## src/sv/imaenc_pkg.sv

```systemverilog
// Shared types, constants and tables of the IMA ADPCM encoder.
`default_nettype none

package imaenc_pkg;

  localparam int StepLast   = 88;
  localparam int StepCount  = 89;
  localparam int QueueDepth = 4;
  localparam int QueuePtrW  = $clog2(QueueDepth);
  localparam int QueueCntW  = $clog2(QueueDepth + 1);

  localparam logic signed [15:0] PcmMax = 16'sh7fff;
  localparam logic signed [15:0] PcmMin = 16'sh8000;

  // Input transaction
  typedef struct packed {
    logic signed [15:0] sample;
    logic               buffer_end;
    logic               clear_state;
  } item_t;

  // Result transaction
  typedef struct packed {
    logic [7:0] packed_byte;
    logic       ends_buffer;
  } result_t;

  // Classified item handed from front to back
  typedef struct packed {
    logic signed [15:0] sample;
    logic               clear_state;
    logic               buffer_end;
    logic               emit;    // this sample completes a byte
    logic               second;  // this sample is the upper nibble
  } work_t;

  // Quantizer step sizes
  localparam logic [14:0] StepRom [StepCount] = '{
    15'd7,     15'd8,     15'd9,     15'd10,    15'd11,    15'd12,    15'd13,
    15'd14,    15'd16,    15'd17,    15'd19,    15'd21,    15'd23,    15'd25,
    15'd28,    15'd31,    15'd34,    15'd37,    15'd41,    15'd45,    15'd50,
    15'd55,    15'd60,    15'd66,    15'd73,    15'd80,    15'd88,    15'd97,
    15'd107,   15'd118,   15'd130,   15'd143,   15'd157,   15'd173,   15'd190,
    15'd209,   15'd230,   15'd253,   15'd279,   15'd307,   15'd337,   15'd371,
    15'd408,   15'd449,   15'd494,   15'd544,   15'd598,   15'd658,   15'd724,
    15'd796,   15'd876,   15'd963,   15'd1060,  15'd1166,  15'd1282,  15'd1411,
    15'd1552,  15'd1707,  15'd1878,  15'd2066,  15'd2272,  15'd2499,  15'd2749,
    15'd3024,  15'd3327,  15'd3660,  15'd4026,  15'd4428,  15'd4871,  15'd5358,
    15'd5894,  15'd6484,  15'd7132,  15'd7845,  15'd8630,  15'd9493,  15'd10442,
    15'd11487, 15'd12635, 15'd13899, 15'd15289, 15'd16818, 15'd18500, 15'd20350,
    15'd22385, 15'd24623, 15'd27086, 15'd29794, 15'd32767
  };

  // Step index adjustment by code magnitude
  function automatic logic signed [4:0] index_adjust(input logic [2:0] mag);
    logic signed [4:0] adj;
    case (mag)
      3'd4:    adj = 5'sd2;
      3'd5:    adj = 5'sd4;
      3'd6:    adj = 5'sd6;
      3'd7:    adj = 5'sd8;
      default: adj = -5'sd1;
    endcase
    return adj;
  endfunction

endpackage

`default_nettype wire

```

## src/sv/imaenc_fifo.sv

```systemverilog
// Short queue of classified items between front and back.
`default_nettype none

module imaenc_fifo
  import imaenc_pkg::*;
(
  input  wire logic  clk_i,
  input  wire logic  rst_ni,
  input  wire logic  push_i,
  input  work_t      data_i,
  output logic       full_o,
  input  wire logic  pop_i,
  output work_t      data_o,
  output logic       empty_o
);

  work_t                mem_q [QueueDepth];
  logic [QueuePtrW-1:0] wr_q, wr_d, rd_q, rd_d;
  logic [QueueCntW-1:0] cnt_q, cnt_d;
  logic                 do_push, do_pop;

  assign full_o  = (cnt_q == QueueCntW'(QueueDepth));
  assign empty_o = (cnt_q == '0);
  assign do_push = push_i && !full_o;
  assign do_pop  = pop_i && !empty_o;
  assign data_o  = mem_q[rd_q];

  // Pointer and fill count
  always_comb begin
    wr_d  = do_push ? wr_q + 1'b1 : wr_q;
    rd_d  = do_pop ? rd_q + 1'b1 : rd_q;
    cnt_d = cnt_q;
    if (do_push && !do_pop) begin
      cnt_d = cnt_q + 1'b1;
    end else if (!do_push && do_pop) begin
      cnt_d = cnt_q - 1'b1;
    end
  end

  always_ff @(posedge clk_i or negedge rst_ni) begin
    if (!rst_ni) begin
      wr_q  <= '0;
      rd_q  <= '0;
      cnt_q <= '0;
    end else begin
      wr_q  <= wr_d;
      rd_q  <= rd_d;
      cnt_q <= cnt_d;
    end
  end

  // Storage
  always_ff @(posedge clk_i) begin
    if (do_push) begin
      mem_q[wr_q] <= data_i;
    end
  end

endmodule

`default_nettype wire

```

## src/sv/imaenc_front.sv

```systemverilog
// Front end: accepts samples and tags each with its place in the nibble pair.
`default_nettype none

module imaenc_front
  import imaenc_pkg::*;
(
  input  wire logic  clk_i,
  input  wire logic  rst_ni,
  input  wire logic  push,
  input  item_t      item_i,
  output logic       full,
  output logic       q_push_o,
  output work_t      q_data_o,
  input  wire logic  q_full_i
);

  logic waiting_q, waiting_d;

  assign full     = q_full_i;
  assign q_push_o = push;

  // Classify: a byte is emitted on the second nibble or on a buffer end
  always_comb begin
    q_data_o.sample      = item_i.sample;
    q_data_o.clear_state = item_i.clear_state;
    q_data_o.buffer_end  = item_i.buffer_end;
    q_data_o.second      = waiting_q;
    q_data_o.emit        = waiting_q || item_i.buffer_end;
    waiting_d            = waiting_q;
    if (push && !q_full_i) begin
      waiting_d = !waiting_q && !item_i.buffer_end;
    end
  end

  always_ff @(posedge clk_i or negedge rst_ni) begin
    if (!rst_ni) begin
      waiting_q <= 1'b0;
    end else begin
      waiting_q <= waiting_d;
    end
  end

endmodule

`default_nettype wire

```

## src/sv/imaenc_back.sv

```systemverilog
// Back end: ADPCM quantizer, predictor update, nibble packing and result buffer.
`default_nettype none

module imaenc_back
  import imaenc_pkg::*;
(
  input  wire logic  clk_i,
  input  wire logic  rst_ni,
  input  work_t      q_data_i,
  input  wire logic  q_empty_i,
  output logic       q_pop_o,
  output logic       empty,
  input  wire logic  pop,
  output result_t    result_o
);

  // Encoder state
  logic signed [15:0] pred_q, pred_d;
  logic [6:0]         pos_q, pos_d;
  logic [3:0]         held_q, held_d;

  // Two-entry result buffer
  result_t     out_mem_q [2];
  logic        out_wr_q, out_rd_q;
  logic [1:0]  out_cnt_q, out_cnt_d;
  logic        out_pop, out_wr, room, take;

  // Datapath
  logic [6:0]         pos_raw, pos;
  logic signed [15:0] pred;
  logic [14:0]        step;
  logic signed [16:0] diff;
  logic [16:0]        mag0, mag1, mag2, step_x;
  logic               neg, c2, c1, c0;
  logic [16:0]        delta;
  logic signed [17:0] sum;
  logic signed [4:0]  adj;
  logic signed [8:0]  idx;
  logic [3:0]         code;
  result_t            res;

  assign out_pop  = pop && (out_cnt_q != 2'd0);
  assign room     = (out_cnt_q != 2'd2) || out_pop;
  assign take     = !q_empty_i && room;
  assign q_pop_o  = take;
  assign out_wr   = take && q_data_i.emit;
  assign empty    = (out_cnt_q == 2'd0);
  assign result_o = out_mem_q[out_rd_q];

  // Quantize the difference against the current step
  always_comb begin
    pos_raw = q_data_i.clear_state ? 7'd0 : pos_q;
    pos     = (pos_raw > 7'(StepLast)) ? 7'(StepLast) : pos_raw;
    pred    = q_data_i.clear_state ? 16'sd0 : pred_q;
    step    = StepRom[pos];
    step_x  = {2'b00, step};
    diff    = {q_data_i.sample[15], q_data_i.sample} - {pred[15], pred};
    neg     = diff[16];
    mag0    = neg ? 17'(-diff) : 17'(diff);
    c2      = (mag0 >= step_x);
    mag1    = c2 ? mag0 - step_x : mag0;
    c1      = (mag1 >= (step_x >> 1));
    mag2    = c1 ? mag1 - (step_x >> 1) : mag1;
    c0      = (mag2 >= (step_x >> 2));
    code    = {neg, c2, c1, c0};
  end

  // Predictor and step index update
  always_comb begin
    delta = (step_x >> 3)
          + (c2 ? step_x : 17'd0)
          + (c1 ? (step_x >> 1) : 17'd0)
          + (c0 ? (step_x >> 2) : 17'd0);
    if (neg) begin
      sum = {{2{pred[15]}}, pred} - {1'b0, delta};
    end else begin
      sum = {{2{pred[15]}}, pred} + {1'b0, delta};
    end
    adj = index_adjust(code[2:0]);
    idx = {2'b00, pos} + {{4{adj[4]}}, adj};

    pred_d = pred_q;
    pos_d  = pos_q;
    held_d = held_q;
    if (take) begin
      if (sum > 18'sd32767) begin
        pred_d = PcmMax;
      end else if (sum < -18'sd32768) begin
        pred_d = PcmMin;
      end else begin
        pred_d = sum[15:0];
      end
      if (idx < 9'sd0) begin
        pos_d = 7'd0;
      end else if (idx > 9'(StepLast)) begin
        pos_d = 7'(StepLast);
      end else begin
        pos_d = idx[6:0];
      end
      held_d = q_data_i.emit ? 4'd0 : code;
    end
  end

  // Byte assembly
  always_comb begin
    res.packed_byte = q_data_i.second ? {code, held_q} : {4'd0, code};
    res.ends_buffer = q_data_i.buffer_end;
    out_cnt_d       = out_cnt_q;
    if (out_wr && !out_pop) begin
      out_cnt_d = out_cnt_q + 2'd1;
    end else if (!out_wr && out_pop) begin
      out_cnt_d = out_cnt_q - 2'd1;
    end
  end

  always_ff @(posedge clk_i or negedge rst_ni) begin
    if (!rst_ni) begin
      pred_q    <= '0;
      pos_q     <= '0;
      held_q    <= '0;
      out_wr_q  <= 1'b0;
      out_rd_q  <= 1'b0;
      out_cnt_q <= '0;
    end else begin
      pred_q    <= pred_d;
      pos_q     <= pos_d;
      held_q    <= held_d;
      out_cnt_q <= out_cnt_d;
      if (out_wr) begin
        out_wr_q <= !out_wr_q;
      end
      if (out_pop) begin
        out_rd_q <= !out_rd_q;
      end
    end
  end

  // Result storage
  always_ff @(posedge clk_i) begin
    if (out_wr) begin
      out_mem_q[out_wr_q] <= res;
    end
  end

endmodule

`default_nettype wire

```

## src/sv/ima_adpcm_encoder.sv

```systemverilog
// Top level of the IMA ADPCM encoder with two-codes-per-byte packing.
// Path: an accepted sample is registered in the input queue, and the byte it completes
// is then registered in the result buffer, from which it shows on the result ports.
// Throughput: one sample per cycle, set by the predictor/step-index loop, while the
// result buffer has room; input and result queues let both sides stall independently.
// Reset (rst_ni low, async) empties all queues and zeroes predictor, step index
// and the held nibble.
`default_nettype none

module ima_adpcm_encoder
  import imaenc_pkg::*;
(
  input  wire logic  clk_i,
  input  wire logic  rst_ni,
  input  wire logic  push,
  output logic       full,
  input  item_t      item_i,
  output logic       empty,
  input  wire logic  pop,
  output result_t    result_o
);

  logic  q_push, q_full, q_pop, q_empty;
  work_t q_wdata, q_rdata;

  imaenc_front u_front (
    .clk_i    (clk_i),
    .rst_ni   (rst_ni),
    .push     (push),
    .item_i   (item_i),
    .full     (full),
    .q_push_o (q_push),
    .q_data_o (q_wdata),
    .q_full_i (q_full)
  );

  imaenc_fifo u_fifo (
    .clk_i   (clk_i),
    .rst_ni  (rst_ni),
    .push_i  (q_push),
    .data_i  (q_wdata),
    .full_o  (q_full),
    .pop_i   (q_pop),
    .data_o  (q_rdata),
    .empty_o (q_empty)
  );

  imaenc_back u_back (
    .clk_i     (clk_i),
    .rst_ni    (rst_ni),
    .q_data_i  (q_rdata),
    .q_empty_i (q_empty),
    .q_pop_o   (q_pop),
    .empty     (empty),
    .pop       (pop),
    .result_o  (result_o)
  );

endmodule

`default_nettype wire

```

## config.mk

```make
export PLATFORM = sky130hd
export DESIGN_NAME = ima_adpcm_encoder
export DESIGN_NICKNAME = d
export VERILOG_FILES = /design/src/sv/imaenc_pkg.sv /design/src/sv/imaenc_fifo.sv /design/src/sv/imaenc_front.sv /design/src/sv/imaenc_back.sv /design/src/sv/ima_adpcm_encoder.sv
export SDC_FILE = /design/constraint.sdc
export NUM_CORES = 1
export LEC_CHECK = 0
export BUFFER_PORTS_ARGS = -buffer_cell sky130_fd_sc_hd__buf_2
export CORE_MARGIN = 2
export CORE_UTILIZATION = 40
export DETAILED_ROUTE_END_ITERATION = 6
export PLACE_DENSITY_LB_ADDON = 0.3
export SYNTH_ARGS = -nofsm -noshare
export SYNTH_HDL_FRONTEND = slang
export SYNTH_HIERARCHICAL = 1
export SYNTH_SLANG_ARGS = --single-unit
```

## constraint.sdc

```tcl
create_clock -name clk_i -period 22.8 [get_ports clk_i]
set_input_delay 2.28 -clock clk_i [delete_from_list [all_inputs] [get_ports clk_i]]
set_output_delay 2.28 -clock clk_i [all_outputs]
set_load 0.1 [all_outputs]
```

==> impl_metrics.ini <==
[outcome]
status = finished clean

[synthesis]
yosys.area.top_type_share = 0.213
synth_cells = 1546
yosys_most_used_dff = edfxtp_1
syn_avg_cell_area_um2 = 8.95
syn_area_um2 = 13800
synth_largest_area_cell = edfxtp_1
syn_nets = 1730
synth.most_common_cell = nor2_1
synth-warning-count = 6
async_flop_share = 0.285
synth_top_cells_by_count = nor2_1 (140), nand2_1 (134), ha_1 (131), a21oi_1 (120), o21ai_0 (108)
ys_ff_latch = 137
synth_area_leaders = edfxtp_1 (21%), ha_1 (12%), dfrtp_1 (7.1%)
synth_cell_types = 88
ys_seq_area_frac = 0.283
synth_edf_count = 98

[timing]
rsz0062_at_grt = no
max-slew-margin-rel = 0.276
worst_clock_skew_ns = 0.0205
fmax_ghz = 0.0513
period_share = 0.855
finalSetupTns_ns = 0
hold_violations = 0
hold_ws_ns = 0.489
slew_violations = 0
fin_crit_ns = 19.50
fin_ws_ns = 3.30
finalSetupViolCount = 0
worst_slew_pin_slew_ns = 1.09

[routing]
wl_um = 36100
vias_per_cell = 5.71
vias = 11400
detail_route.wl_per_cell_um = 18.0
first_iter_violations = 866
ant_nets = 0
first_pass_iters = 5
drc_errors = 0

[place]
place.gp.congestion = 0.921
pre_cts_slack_ns = 3.59
portBuffers = 32
hpwl_um = 27600

[layout]
nFillCells = 3320
post_route_cells_drive_above_1_share = 0.0801
diodes = 0
area_delta_synth_final_pct = 7.47
layout.nets = 1719

[floorplan]
die_x_um = 190
io_pins = 33
die_y_um = 190
start_util = 0.404
die-area_um2 = 36100
row_count = 68
coreArea_um2 = 34300

[setup_path]
cp-start-kind = flop
regToRegEndpoint = u_back/pred_q[9]$_DFFE_PN0P_
slowest_delay_ns = 0.89
end_kind = flop
cp_max_fo = 39
slowest_stage = dfrtp_1
cp.required_ns = 23.04
critPathKind = reg2reg
critPathArrivalTime_ns = 19.74
r2r_start = u_fifo/rd_q[1]$_DFFE_PN0P_
reg2regPathDepth = 69
rrSetupSlack_ns = 3.30

[worst_hold_path]
holdCritStartpoint = u_back/pred_q[15]$_DFFE_PN0P_
min_path_cells = 2
holdPathEnd = u_back/pred_q[15]$_DFFE_PN0P_
worstHoldPathType = reg2reg

[clocking]
htreeDepth = 4
clk-insertion-delay-late_ns = 0.43
ctsLongestPathBuffers = 2
post_cts.repair.setup_buffers = 0
root_buffer = clkbuf_16
cts_resized = 0
cts.clk_slew.worst_paths_ns = 0.07
cts-buffers-inserted = 17
cts_tree = built
clock-sinks = 137
ctsHoldBuffers = 0

[global_routing]
grt_max_degree = 45
antenna_found_initial = 0
grt.total_usage = 0.203
grt_pass1_vias = 10900
grt_pass1_wl_um = 58200
grt_overflow_total = 0

[flow_run]
cap_violations = 0
[critical path, delay by kind of cell, from the launching register on]
| family | cells | cell delay, ns |
|---|---|---|
| compound gates | 28 | 7.43 |
| mux | 3 | 1.17 |
| flops | 1 | 0.89 |
| fa+ha+maj | 8 | 2.65 |
| simple gates | 20 | 4.45 |
| xor+xnor | 4 | 0.82 |
| buf+inv | 6 | 1.88 |
[how the worst max path moves through the flow]
stage	slack [ns]	endpoint	cells past startpoint	startpoint
final	3.30	u_back/pred_q[9]$_DFFE_PN0P_	69	u_fifo/rd_q[1]$_DFFE_PN0P_
after global routing	1.78	u_back/pred_q[9]$_DFFE_PN0P_	69	u_fifo/rd_q[1]$_DFFE_PN0P_
after CTS	3.51	u_back/pred_q[9]$_DFFE_PN0P_	69	u_fifo/rd_q[1]$_DFFE_PN0P_
after detailed placement	3.59	u_back/pred_q[1]$_DFFE_PN0P_	69	u_fifo/rd_q[1]$_DFFE_PN0P_
after global placement	3.89	u_back/pred_q[14]$_DFFE_PN0P_	66	u_fifo/rd_q[1]$_DFFE_PN0P_
after floorplan	6.75	u_back/pred_q[10]$_DFFE_PN0P_	75	u_fifo/rd_q[0]$_DFFE_PN0P_
[state kept, by name (all words and copies together), names as in the netlist, 2 cells and up]
| name | count |
|---|---|
| u_fifo/mem_q | 80 |
| u_back/out_mem_q | 18 |
| u_back/pred_q | 16 |
| u_back/pos_q | 7 |
| u_back/held_q | 4 |
| u_fifo/cnt_q | 3 |
| u_back/out_cnt_q | 2 |
| u_fifo/rd_q | 2 |
| u_fifo/wr_q | 2 |
[layout by cell type (no fill, tap or decap), types with 8 or more instances in the layout]
cell type  Yosys  layout
clkbuf_16      0      17
nand2b_1      16      16
o311ai_0      11      11
xor2_1        31      31
o211ai_1       9       9
nand2_1      134     134
a211o_1        8       8
and2_1        25      25
o21a_1        16      16
dfrtp_1       39      39
mux4_1        20      20
and3_1        12      12
buf_2          4      32
a21o_1        29      29
a21oi_1      120     120
mux2_2        15      15
buf_4         21      17
or3_1         13      13
a31oi_1       14      13
edfxtp_1      98      98
xnor2_1       62      62
nor3_1        44      44
a211oi_1      18      18
o21bai_1       9       9
ha_1         131     131
o21ai_0      108     108
nor2b_1       20      20
nor2_1       140     140
fa_1          31      31
inv_1        107     107
a311oi_1       8       8
a31o_2         8       8
nand4_1       15      15
nand3_1       29      29
[metal layers]
layer	vias up	global-route usage	part of all wire
met1	5431	0.270	0.46
met3	68	0.0269	0.041
li1	5638	-	-
met4	0	0.0796	0.032
met5	-	0	0
met2	305	0.334	0.47
[logic make-up (layout without fill, tap and decap cells)]
kind of cell | count (synthesis) | after routing | share of synthesized area
flip-flops | 137 | 137 | 0.283
buffers and inverters | 190 | 192 | 0.0603
multiplexers | 50 | 50 | 0.0620
XOR/XNOR | 93 | 93 | 0.0588
AND/OR/NAND/NOR | 483 | 483 | 0.167
adder cells (fa/ha/maj) | 162 | 162 | 0.163
AO/OA/AOI/OAI | 431 | 431 | 0.206
[area by class of cell]
class / count / area, µm² / share of cell area
clock buffer: 17 / 425 / 0.0286
clock inverter: 15 / 163 / 0.0109
inverter: 111 / 417 / 0.0280
multi-input combinational: 1219 / 9090 / 0.611
sequential: 137 / 3920 / 0.263
tap: 455 / 569 / 0.0383
timing repair buffer: 49 / 288 / 0.0193
[through the flow]
step | cell area, µm² | instances | utilization
detailed placement | 14300 | 1971 | 0.417
finish | 14900 | 2003 | 0.434
global route | 14900 | 2003 | 0.434
CTS | 14900 | 2003 | 0.434
floorplan | 13800 | 1546 | -
global placement | 14300 | 1971 | 0.417
Power is left out: the tool's default activity adds up to more than one toggle a clock period on the data nets, which glitch-free logic cannot reach.
